<file path="src/hdl/tsc_pkg.sv">
package tsc_pkg;

	localparam int CLAUSE_DEPTH_DEF = 128;
	localparam int VAR_COUNT_DEF    = 32;

	typedef enum logic [0:0] {
		OP_LOAD = 1'b0,
		OP_EVAL = 1'b1
	} op_t;

	typedef struct packed {
		op_t         op;
		logic [6:0]  clause_index;
		logic [4:0]  var_first;
		logic [4:0]  var_second;
		logic [4:0]  var_third;
		logic        pol_first;
		logic        pol_second;
		logic        pol_third;
		logic [31:0] assignment;
	} in_item_t;

	typedef struct packed {
		logic [7:0] satisfied_count;
		logic       all_satisfied;
	} out_item_t;

	// one stored clause
	typedef struct packed {
		logic       pol_third;
		logic       pol_second;
		logic       pol_first;
		logic [4:0] var_third;
		logic [4:0] var_second;
		logic [4:0] var_first;
	} entry_t;

	// variables at or above the limit read as false
	function automatic logic var_value(logic [31:0] assign_v, logic [4:0] v,
			logic [6:0] var_limit);
		logic in_range;
		in_range = ({2'b00, v} < var_limit);
		return in_range & assign_v[v];
	endfunction

	function automatic logic clause_holds(entry_t e, logic [31:0] assign_v,
			logic [6:0] var_limit);
		logic l0, l1, l2;
		l0 = (var_value(assign_v, e.var_first,  var_limit) == e.pol_first);
		l1 = (var_value(assign_v, e.var_second, var_limit) == e.pol_second);
		l2 = (var_value(assign_v, e.var_third,  var_limit) == e.pol_third);
		return l0 | l1 | l2;
	endfunction

endpackage

</file>
<file path="src/hdl/three_sat_clause_checker_top.sv">
// 3-SAT clause checker. A load item (op = load) writes one three-literal clause
// into the clause table at clause_index and gives no result; indexes at or
// beyond CLAUSE_DEPTH are dropped. An evaluate item (op = eval) carries a full
// assignment and gives one result: how many of the first clause_count clauses
// hold at least one true literal, and a flag set when all of them do
// (clause_count saturates at CLAUSE_DEPTH; zero clauses reports all satisfied).
// The table sits in a synchronous RAM with separate write and read ports, read
// one clause per cycle; an evaluation occupies the block from acceptance until
// its result enters the result register, waiting while that register holds an
// earlier result; a load leaves it idle. One item is worked on at a time. The
// result register lets a load be taken while an earlier result still waits. The
// user must write clause_count through the cfg channel only while idle; the block
// does not enforce it. Entries never loaded since reset read back as garbage.
module three_sat_clause_checker_top
	import tsc_pkg::*;
#(
	parameter int CLAUSE_DEPTH = CLAUSE_DEPTH_DEF,
	parameter int VAR_COUNT    = VAR_COUNT_DEF
) (
	input  logic      clk,
	input  logic      arst_n,
	input  logic      in_valid,
	output logic      in_ready,
	input  in_item_t  in_data,
	output logic      out_valid,
	input  logic      out_ready,
	output out_item_t out_data,
	input  logic      cfg_valid,
	output logic      cfg_ready,
	input  logic [7:0] cfg_data
);

	// table address width and walk counter width (at least the 8-bit count)
	localparam int AW = (CLAUSE_DEPTH > 1) ? $clog2(CLAUSE_DEPTH) : 1;
	localparam int IW = (AW > 8) ? AW : 8;
	localparam logic [IW:0] DEPTH_W   = (IW + 1)'(CLAUSE_DEPTH);
	localparam logic [6:0]  VAR_LIMIT = 7'(VAR_COUNT);

	typedef enum logic [1:0] {
		ST_IDLE,
		ST_EVAL,
		ST_FINISH
	} state_t;

	state_t      state_q;
	logic [7:0]  clause_count_q;
	logic [31:0] assign_q;
	logic [7:0]  used_q;
	logic [IW-1:0] issue_q;
	logic        issuing_q;
	logic        rd_vld_s1;
	logic        rd_last_s1;
	entry_t      rd_data_s1;
	logic [7:0]  sat_q;
	logic        out_valid_q;
	out_item_t   out_data_q;

	// clause table
	entry_t      clause_mem [CLAUSE_DEPTH];

	logic        in_fire;
	logic        wr_en;
	logic [IW-1:0] wr_idx;
	logic [IW:0] cnt_ext;
	logic [IW:0] used_w;
	logic [IW-1:0] issue_nxt;
	logic        issue_last;
	logic        holds;
	logic        res_load;
	entry_t      wr_entry;

	assign in_ready  = (state_q == ST_IDLE);
	assign in_fire   = in_valid & in_ready;
	assign cfg_ready = 1'b1;
	assign out_valid = out_valid_q;
	assign out_data  = out_data_q;

	// load path: drop indexes beyond the table
	assign wr_idx = IW'(in_data.clause_index);
	assign wr_en  = in_fire && (in_data.op == OP_LOAD) && ({1'b0, wr_idx} < DEPTH_W);

	always_comb begin
		wr_entry.var_first  = in_data.var_first;
		wr_entry.var_second = in_data.var_second;
		wr_entry.var_third  = in_data.var_third;
		wr_entry.pol_first  = in_data.pol_first;
		wr_entry.pol_second = in_data.pol_second;
		wr_entry.pol_third  = in_data.pol_third;
	end

	// clauses in use, saturated at the table depth
	assign cnt_ext = (IW + 1)'(clause_count_q);
	assign used_w  = (cnt_ext > DEPTH_W) ? DEPTH_W : cnt_ext;

	// walk control: last read issued when the next address reaches the count
	assign issue_nxt  = issue_q + 1'b1;
	assign issue_last = (issue_nxt == IW'(used_q));

	// clause test on the registered read data
	assign holds = clause_holds(rd_data_s1, assign_q, VAR_LIMIT);

	// result register loads once the slot is free
	assign res_load = (state_q == ST_FINISH) && (!out_valid_q || out_ready);

	// separate write and read ports: write on load, one read per cycle during the walk
	always_ff @(posedge clk) begin
		if (wr_en) begin
			clause_mem[wr_idx[AW-1:0]] <= wr_entry;
		end
		rd_data_s1 <= clause_mem[issue_q[AW-1:0]];
	end

	// configuration register
	always_ff @(posedge clk or negedge arst_n) begin
		if (!arst_n) begin
			clause_count_q <= '0;
		end else if (cfg_valid && cfg_ready) begin
			clause_count_q <= cfg_data;
		end
	end

	// sequencer, accumulator and result register
	always_ff @(posedge clk or negedge arst_n) begin
		if (!arst_n) begin
			state_q     <= ST_IDLE;
			assign_q    <= '0;
			used_q      <= '0;
			issue_q     <= '0;
			issuing_q   <= 1'b0;
			rd_vld_s1   <= 1'b0;
			rd_last_s1  <= 1'b0;
			sat_q       <= '0;
			out_valid_q <= 1'b0;
			out_data_q  <= '0;
		end else begin
			// new result, or result taken downstream
			if (res_load) begin
				out_valid_q <= 1'b1;
			end else if (out_valid_q && out_ready) begin
				out_valid_q <= 1'b0;
			end
			// read data arrives in the cycle after its address
			rd_vld_s1 <= (state_q == ST_EVAL) && issuing_q;

			unique case (state_q)
				ST_IDLE: begin
					if (in_fire && (in_data.op == OP_EVAL)) begin
						assign_q  <= in_data.assignment;
						used_q    <= used_w[7:0];
						issue_q   <= '0;
						sat_q     <= '0;
						issuing_q <= (used_w != '0);
						state_q   <= (used_w == '0) ? ST_FINISH : ST_EVAL;
					end
				end
				ST_EVAL: begin
					if (issuing_q) begin
						rd_last_s1 <= issue_last;
						issue_q    <= issue_nxt;
						if (issue_last) begin
							issuing_q <= 1'b0;
						end
					end
					if (rd_vld_s1) begin
						sat_q <= sat_q + 8'(holds);
						if (rd_last_s1) begin
							state_q <= ST_FINISH;
						end
					end
				end
				ST_FINISH: begin
					// wait for the result slot to be free
					if (res_load) begin
						out_data_q.satisfied_count <= sat_q;
						out_data_q.all_satisfied   <= (sat_q == used_q);
						state_q                    <= ST_IDLE;
					end
				end
				default: begin
					state_q <= ST_IDLE;
				end
			endcase
		end
	end

endmodule

</file>
<file path="config.mk">
export PLATFORM = sky130hd
export DESIGN_NAME = three_sat_clause_checker_top
export DESIGN_NICKNAME = d
export VERILOG_FILES = /design/src/hdl/tsc_pkg.sv /design/src/hdl/three_sat_clause_checker_top.sv
export SDC_FILE = /design/constraint.sdc
export NUM_CORES = 2
export LEC_CHECK = 0
export CORE_MARGIN = 2
export CORE_UTILIZATION = 40
export CTS_CLUSTER_SIZE = 14
export DETAILED_ROUTE_END_ITERATION = 12
export DONT_BUFFER_PORTS = 1
export GPL_TIMING_DRIVEN = 1
export PLACE_DENSITY_LB_ADDON = 0.05
export SLEW_MARGIN = 20
export SYNTH_ARGS = -nofsm -noshare
export SYNTH_HDL_FRONTEND = slang
export SYNTH_SLANG_ARGS = --single-unit
</file>
<file path="constraint.sdc">
create_clock -name clk -period 3.7 [get_ports clk]
set_input_delay 0 -clock clk [delete_from_list [all_inputs] [get_ports clk]]
set_output_delay 0 -clock clk [all_outputs]
set_load 0.05 [all_outputs]
</file>
# [Yosys cells after proc, flatten, opt, wreduce, memory -nomap -nowiden]
# Memories as Yosys holds them, arrays and structs flattened. A register that Yosys moved wholly into a read port is not among the register bits.
# Cells that the tools add are included.
[word_totals] mem_count=1 in_bits=71 rom_bits=0 elab_cells=82 output_inout_bits=12 latchBits=0 register_bits=79 mem_bits_rw=2304
[memory_table] name="clause_mem" words=128 width=18 read_ports=1 rd_ports_with_merged_regs=1 write_ports=1 line="three_sat_clause_checker_top.sv:59" text="entry_t clause_mem [CLAUSE_DEPTH];"
[op_classes] bitwise_logic=4 mul=0 order_cmp=5 n_mux=26 reduce_logical=20 n_addsub=2 shifts=0 div_mod_pow=0 eq_ne=12
[ops] cell="two-way mux 8 bit" n=4
[ops] cell="case mux 8 bit (2 select lines)" n=2
[ops] cell="< comparator 5 x 6 -> 1 bit, second input constant" n=3
[ops] cell="equality test 8 bit" n=2
[ops] cell="binary-select mux 1 bit (select 5 bit)" n=3
[ops] cell="two-way mux 1 bit" n=10
[ops] cell="two-way mux 2 bit" n=5
[ops] cell="zero test 9 bit" n=1
[ops] cell="nonzero test 9 bit" n=1
[ops] cell="adder 8 x 1 -> 8 bit" n=1
[ops] cell="adder 8 x 1 -> 8 bit, second input constant" n=1
[ops] cell="> comparator 8 bit, second input constant" n=1
[ops] cell="< comparator 7 x 8 -> 1 bit, second input constant" n=1
[ops] cell="!= test 2 bit, second input constant" n=4
[ops] cell="AND reduction 2 bit" n=4
[ops] cell="logical AND 1 bit" n=6
[ops] cell="case mux 2 bit (3 select lines)" n=1
[ops] cell="AND reduction 3 bit" n=2
[ops] cell="AND reduction 4 bit" n=1
[ops] cell="nonzero test 2 bit" n=2
[ops] cell="equality test 1 bit" n=3
[ops] cell="equality test 2 x 1 -> 1 bit, second input constant" n=1
[ops] cell="equality test 2 bit, second input constant" n=1
[ops] cell="zero test 2 bit" n=1
[ops] cell="7 further kinds" n=8

# [Longest topological paths before layout]
[logic_depth] depth_word=8 depth_mapped=13 ltp_nobuf=11

# [Least setup slack after synthesis]
# OpenSTA, ideal clock, no wires.
[synth_path] path_type="flip-flop to flip-flop" from="register state_q[1]" to="memory clause_mem[127][0] (netlist name), enable pin" path_stages_with_launch=7 required_time_ps=3307 t_arrival_ps=2933 n_path_buf=1 slack_ps=374 synth_period_minus_slack_ps=3326 setup_ps=393 path_cell_list="dfrtp_1 nor2_1 nand2_1 nor3b_1 nand3_1 clkbuf_1 nor2_1"
[synth_via] elab_chain_len=6
[synth_rtl] element="start: declaration" line="three_sat_clause_checker_top.sv:45" text="state_t state_q;"
[synth_rtl] element="start signal: assignment" line="three_sat_clause_checker_top.sv:153" text="state_q <= (used_w == '0) ? ST_FINISH : ST_EVAL;"
[synth_rtl] element="zero test 2 bit" line="three_sat_clause_checker_top.sv:72" text="assign in_ready = (state_q == ST_IDLE);"
[synth_rtl] element="via in_ready" line="three_sat_clause_checker_top.sv:23" text="output logic in_ready,"
[synth_rtl] element="bitwise AND 1 bit" line="three_sat_clause_checker_top.sv:73" text="assign in_fire = in_valid & in_ready;"
[synth_rtl] element="logical AND 1 bit (2 in a row)" line="three_sat_clause_checker_top.sv:80" text="assign wr_en = in_fire && (in_data.op == OP_LOAD) && ({1'b0, wr_idx} < DEPTH_W);"
[synth_rtl] element="two-way mux 1 bit" line="three_sat_clause_checker_top.sv:107" text="if (wr_en) begin"
[synth_rtl] element="two-way mux 1 bit (implied by the code)" line="three_sat_clause_checker_top.sv:108" text="clause_mem[wr_idx[AW-1:0]] <= wr_entry;"
[synth_rtl] element="end: declaration" line="three_sat_clause_checker_top.sv:59"
# The timed path passes the listed nets, and every way through them passes these cells.

==> results.toml <==
[outcome]
outcome = "completed"

[synth]
synth-edff-count = 2304
syn_area_per_cell_um2 = 20.8
yosysTopAreaCell = "edfxtp_1"
synth-seq-area-share = 0.769
synth_cell_types = 57
synth_area_um2 = 93000
yosysMostFrequentCell = "edfxtp_1"
ys_top_cells_by_area = "edfxtp_1 74%, mux4_2 13%, dfrtp_1 2.1%, a22oi_1 1.7%, mux2i_1 1.6%"
synthFlopType = "edfxtp_1"
synth_commonest_cells = "2304 x edfxtp_1, 530 x mux4_2, 209 x a22oi_1, 207 x nand2_1, 176 x nor2_1"
syn_nets = 4542
synth_seq_cells = 2401
async_flop_share = 0.0329
netlist.area_leader.share = 0.744
yosysWarnings = 0
syn_inst = 4468

[worst_setup_path]
worstSetupPathType = "flop to flop"
path_cells = "buf_12 -> buf_4 -> mux4_2 -> a22oi_1 -> a21oi_1 -> a2111o_1 -> a21oi_1 -> a221oi_1"
r2r_cells = 8
crit_path_end = "rd_data_s1[1]"
critPathMaxFanout = 15
cpLargestDelayFamily = "compound AO/OA/AOI/OAI gates"
cp_num_cells = 8
r2r_start = "issue_q[0]"
slowest_stage = "dfrtp_4"
critical_path.max_stage_delay_ps = 700
critPathCaptureType = "flop"
path_buf_inv = 2
cp-startpoint = "issue_q[0]"
regToRegSetupSlack_ps = 90
crit_required_ps = 4450
cp-start-kind = "flop"
r2r_end = "rd_data_s1[1]"
cp.arrival_ps = 4350
cp_common_cell = "a21oi_1"

[floorplanning]
design.die.area_um2 = 236000
core_area_um2 = 231000
start_util = 0.403
die_x_um = 486
io_pins = 83
die_h_um = 486
rows = 176

[timing]
max_freq_mhz = 277
slew_headroom = 0.269
setup_viol = 0
maxSlewViolCount = 0
rsz0062_at_grt = "no"
post-route-period-util = 0.974
skew_ps = 46.6
layout_min_cycle_time_ps = 3610
final_hold_viol_count = 0
worst_slew_pin_slew_ps = 1100

[cts]
clk_pin_slew_ps = 60
post-cts-setup-buffer-count = 0
cts_sinks = 2401
cts_buffer_depth = 4
cts-htree-levels = 5
root_buffer = "clkbuf_16"
clk_latency_ps = 910
cts_made_buffers = 278
cts_tree = "built"

[min_path]
min_path_type = "primary input to flop"

[cells_and_area]
multi_input_area_um2 = 20500
fillCellCount = 19000
regArea_um2 = 71500
nets = 5118
drive_above_1_share = 0.282
final_cells = 8272
final_util = 0.477
area_delta_synth_final_pct = 18.2

[place]
place_hpwl_um = 158000
dpl.cell_count = 7618
io_buffer_count = 0
place_congestion = 0.799

[routing]
viasPerCell = 5.67
drt-initial-drc-count = 4687
drc = 0
wl_per_cell_um = 32.3
drt_wl_total_um = 267000
final_antenna_net_count = 0
dr.pass1.iters = 5
dr_total_vias = 46900

[grt]
first_global_vias = 47800
grt_pass1_wl_um = 377000
grt_max_degree = 129
grtUsageTotal = 0.226
antenna_found_initial = 20
grt_overflow = 0

[power_and_ir_drop]
pwr-share-clk = 0.353
ir_drop_mv = 0.381
cellLeakagePower_nw = 35.1
swShare = 0.277
switching_power_mw = 20.4
p_seq_frac = 0.422
power_frac_comb = 0.225
power.density_nw_per_um2 = 672
power.internal_mw = 53.5

[flow_run]
max-cap-violations = 0
==> worst reg2reg max path, cell delays in order, from the launching register on <==
cell and delay, ps:
dfrtp_4 700, buf_12 230, buf_4 250, mux4_2 520, a22oi_1 370, a21oi_1 150
a2111o_1 650, a21oi_1 490, a221oi_1 110
==> stage by stage <==
stage | TNS (ps) | total power [mW] | hold slack (ps) | area [um^2] | setup WS [ps]
floorplan | 0 | 41.7 | -296 | 93000 | 374
global placement | -346 | 47.7 | -294 | 99300 | -311
detailed placement | 0 | 47.6 | -294 | 99300 | 0.450
CTS | 0 | 74.8 | 6.59 | 110000 | 78.3
global route | 0 | 76.7 | 50.4 | 110000 | 22.0
finish | 0 | 73.9 | 66.3 | 110000 | 95.0
==> registers in the layout, summed over array words and instances (netlist names) <==
register / count
rd_last_s1: 1
sat_q: 8
rd_data_s1: 18
clause_count_q: 8
out_valid: 1
out_data: 9
clause_mem: 2304
used_q: 8
rd_vld_s1: 1
issuing_q: 1
issue_q: 8
assign_q: 32
state_q: 2
==> power groups by stage <==
stage          sequential, mW  combinational, mW  clock, mW
2_1_floorplan            31.0               10.7          0
3_3_place_gp             31.7               16.0          0
3_5_place_dp             31.7               15.9          0
4_1_cts                  31.2               17.0       26.7
5_1_grt                  31.2               17.8       27.7
6_report                 31.2               16.6       26.1
==> layout by cell type, fill, tap and decap left out, types with 6 or more instances in the layout <==
cell / netlist / routed
dlygate4sd3_1: 0 / 152
clkbuf_1: 98 / 66
nand2b_1: 26 / 26
clkbuf_16: 0 / 287
diode_2: 0 / 6
nor2_2: 0 / 124
clkinv_2: 0 / 39
mux4_2: 530 / 530
a221oi_1: 35 / 35
a22o_1: 9 / 9
o2111ai_1: 8 / 8
o22ai_1: 7 / 7
buf_12: 0 / 51
bufinv_16: 0 / 17
nand2_1: 207 / 204
nand3_1: 56 / 54
nor2b_1: 43 / 39
mux2i_1: 153 / 153
o21ai_0: 38 / 38
nor3_1: 6 / 6
nand4_1: 18 / 18
edfxtp_1: 2304 / 2304
xor2_1: 9 / 9
buf_4: 64 / 332
dfxtp_1: 18 / 13
nor4_1: 14 / 13
a22oi_1: 209 / 209
xnor2_1: 20 / 20
clkbuf_8: 0 / 6
mux2_2: 35 / 35
a21o_1: 8 / 8
nor2_1: 176 / 50
buf_16: 0 / 20
a211oi_1: 28 / 28
clkinv_1: 2 / 53
a21oi_1: 101 / 101
dfrtp_1: 79 / 74
==> what timing repair did <==
item                                    4_1_cts  5_1_grt
hold endpoints to repair                   2842        0
gates resized for setup                       2        6
hold buffers                                172        0
endpoints found under the setup margin        2        2
==> cell families (layout without fill, tap and decap cells) <==
kind of cell / after synthesis / in the layout / share of synthesized area
other: 1 / 7 / 0.0000403
XOR/XNOR: 29 / 29 / 0.00273
multiplexers: 718 / 718 / 0.149
buffers and inverters: 266 / 1038 / 0.0149
flip-flops: 2401 / 2401 / 0.769
adder cells (fa/ha/maj): 3 / 3 / 0.000404
AO/OA/AOI/OAI: 476 / 476 / 0.0356
AND/OR/NAND/NOR: 574 / 574 / 0.0278
==> layer usage <==
| layer | wire (um) | share of wire | GRT usage | up-vias |
|---|---|---|---|---|
| met2 | 125000 | 0.47 | 0.353 | 1382 |
| met3 | 16800 | 0.063 | 0.0389 | 328 |
| li1 | - | - | - | 19800 |
| met5 | 0 | 0 | 0 | - |
| met1 | 120000 | 0.45 | 0.331 | 25400 |
| met4 | 5790 | 0.022 | 0.0532 | 0 |
==> worst min-delay path by stage <==
stage / from / end / slack (ps) / cells after the start
detailed placement: arst_n / assign_q[2] / -290 / 0
CTS: out_ready / state_q[1] / 7 / 4
finish: in_data[53] / clause_mem[93][4] / 70 / 3
floorplan: arst_n / assign_q[0] / -300 / 0
global route: in_data[53] / clause_mem[95][4] / 50 / 3
global placement: arst_n / assign_q[2] / -290 / 0
==> cell type report <==
class / count / area share
diodes: 6 / 0.000137
clock buffers: 359 / 0.0683
clock inverters: 117 / 0.00887
inverters: 7 / 0.000262
multi-input cells: 1801 / 0.186
flip-flops and latches: 2401 / 0.651
well taps: 3026 / 0.0344
repair buffers: 555 / 0.0508
Note: power is estimated with default switching activity, not from simulation.
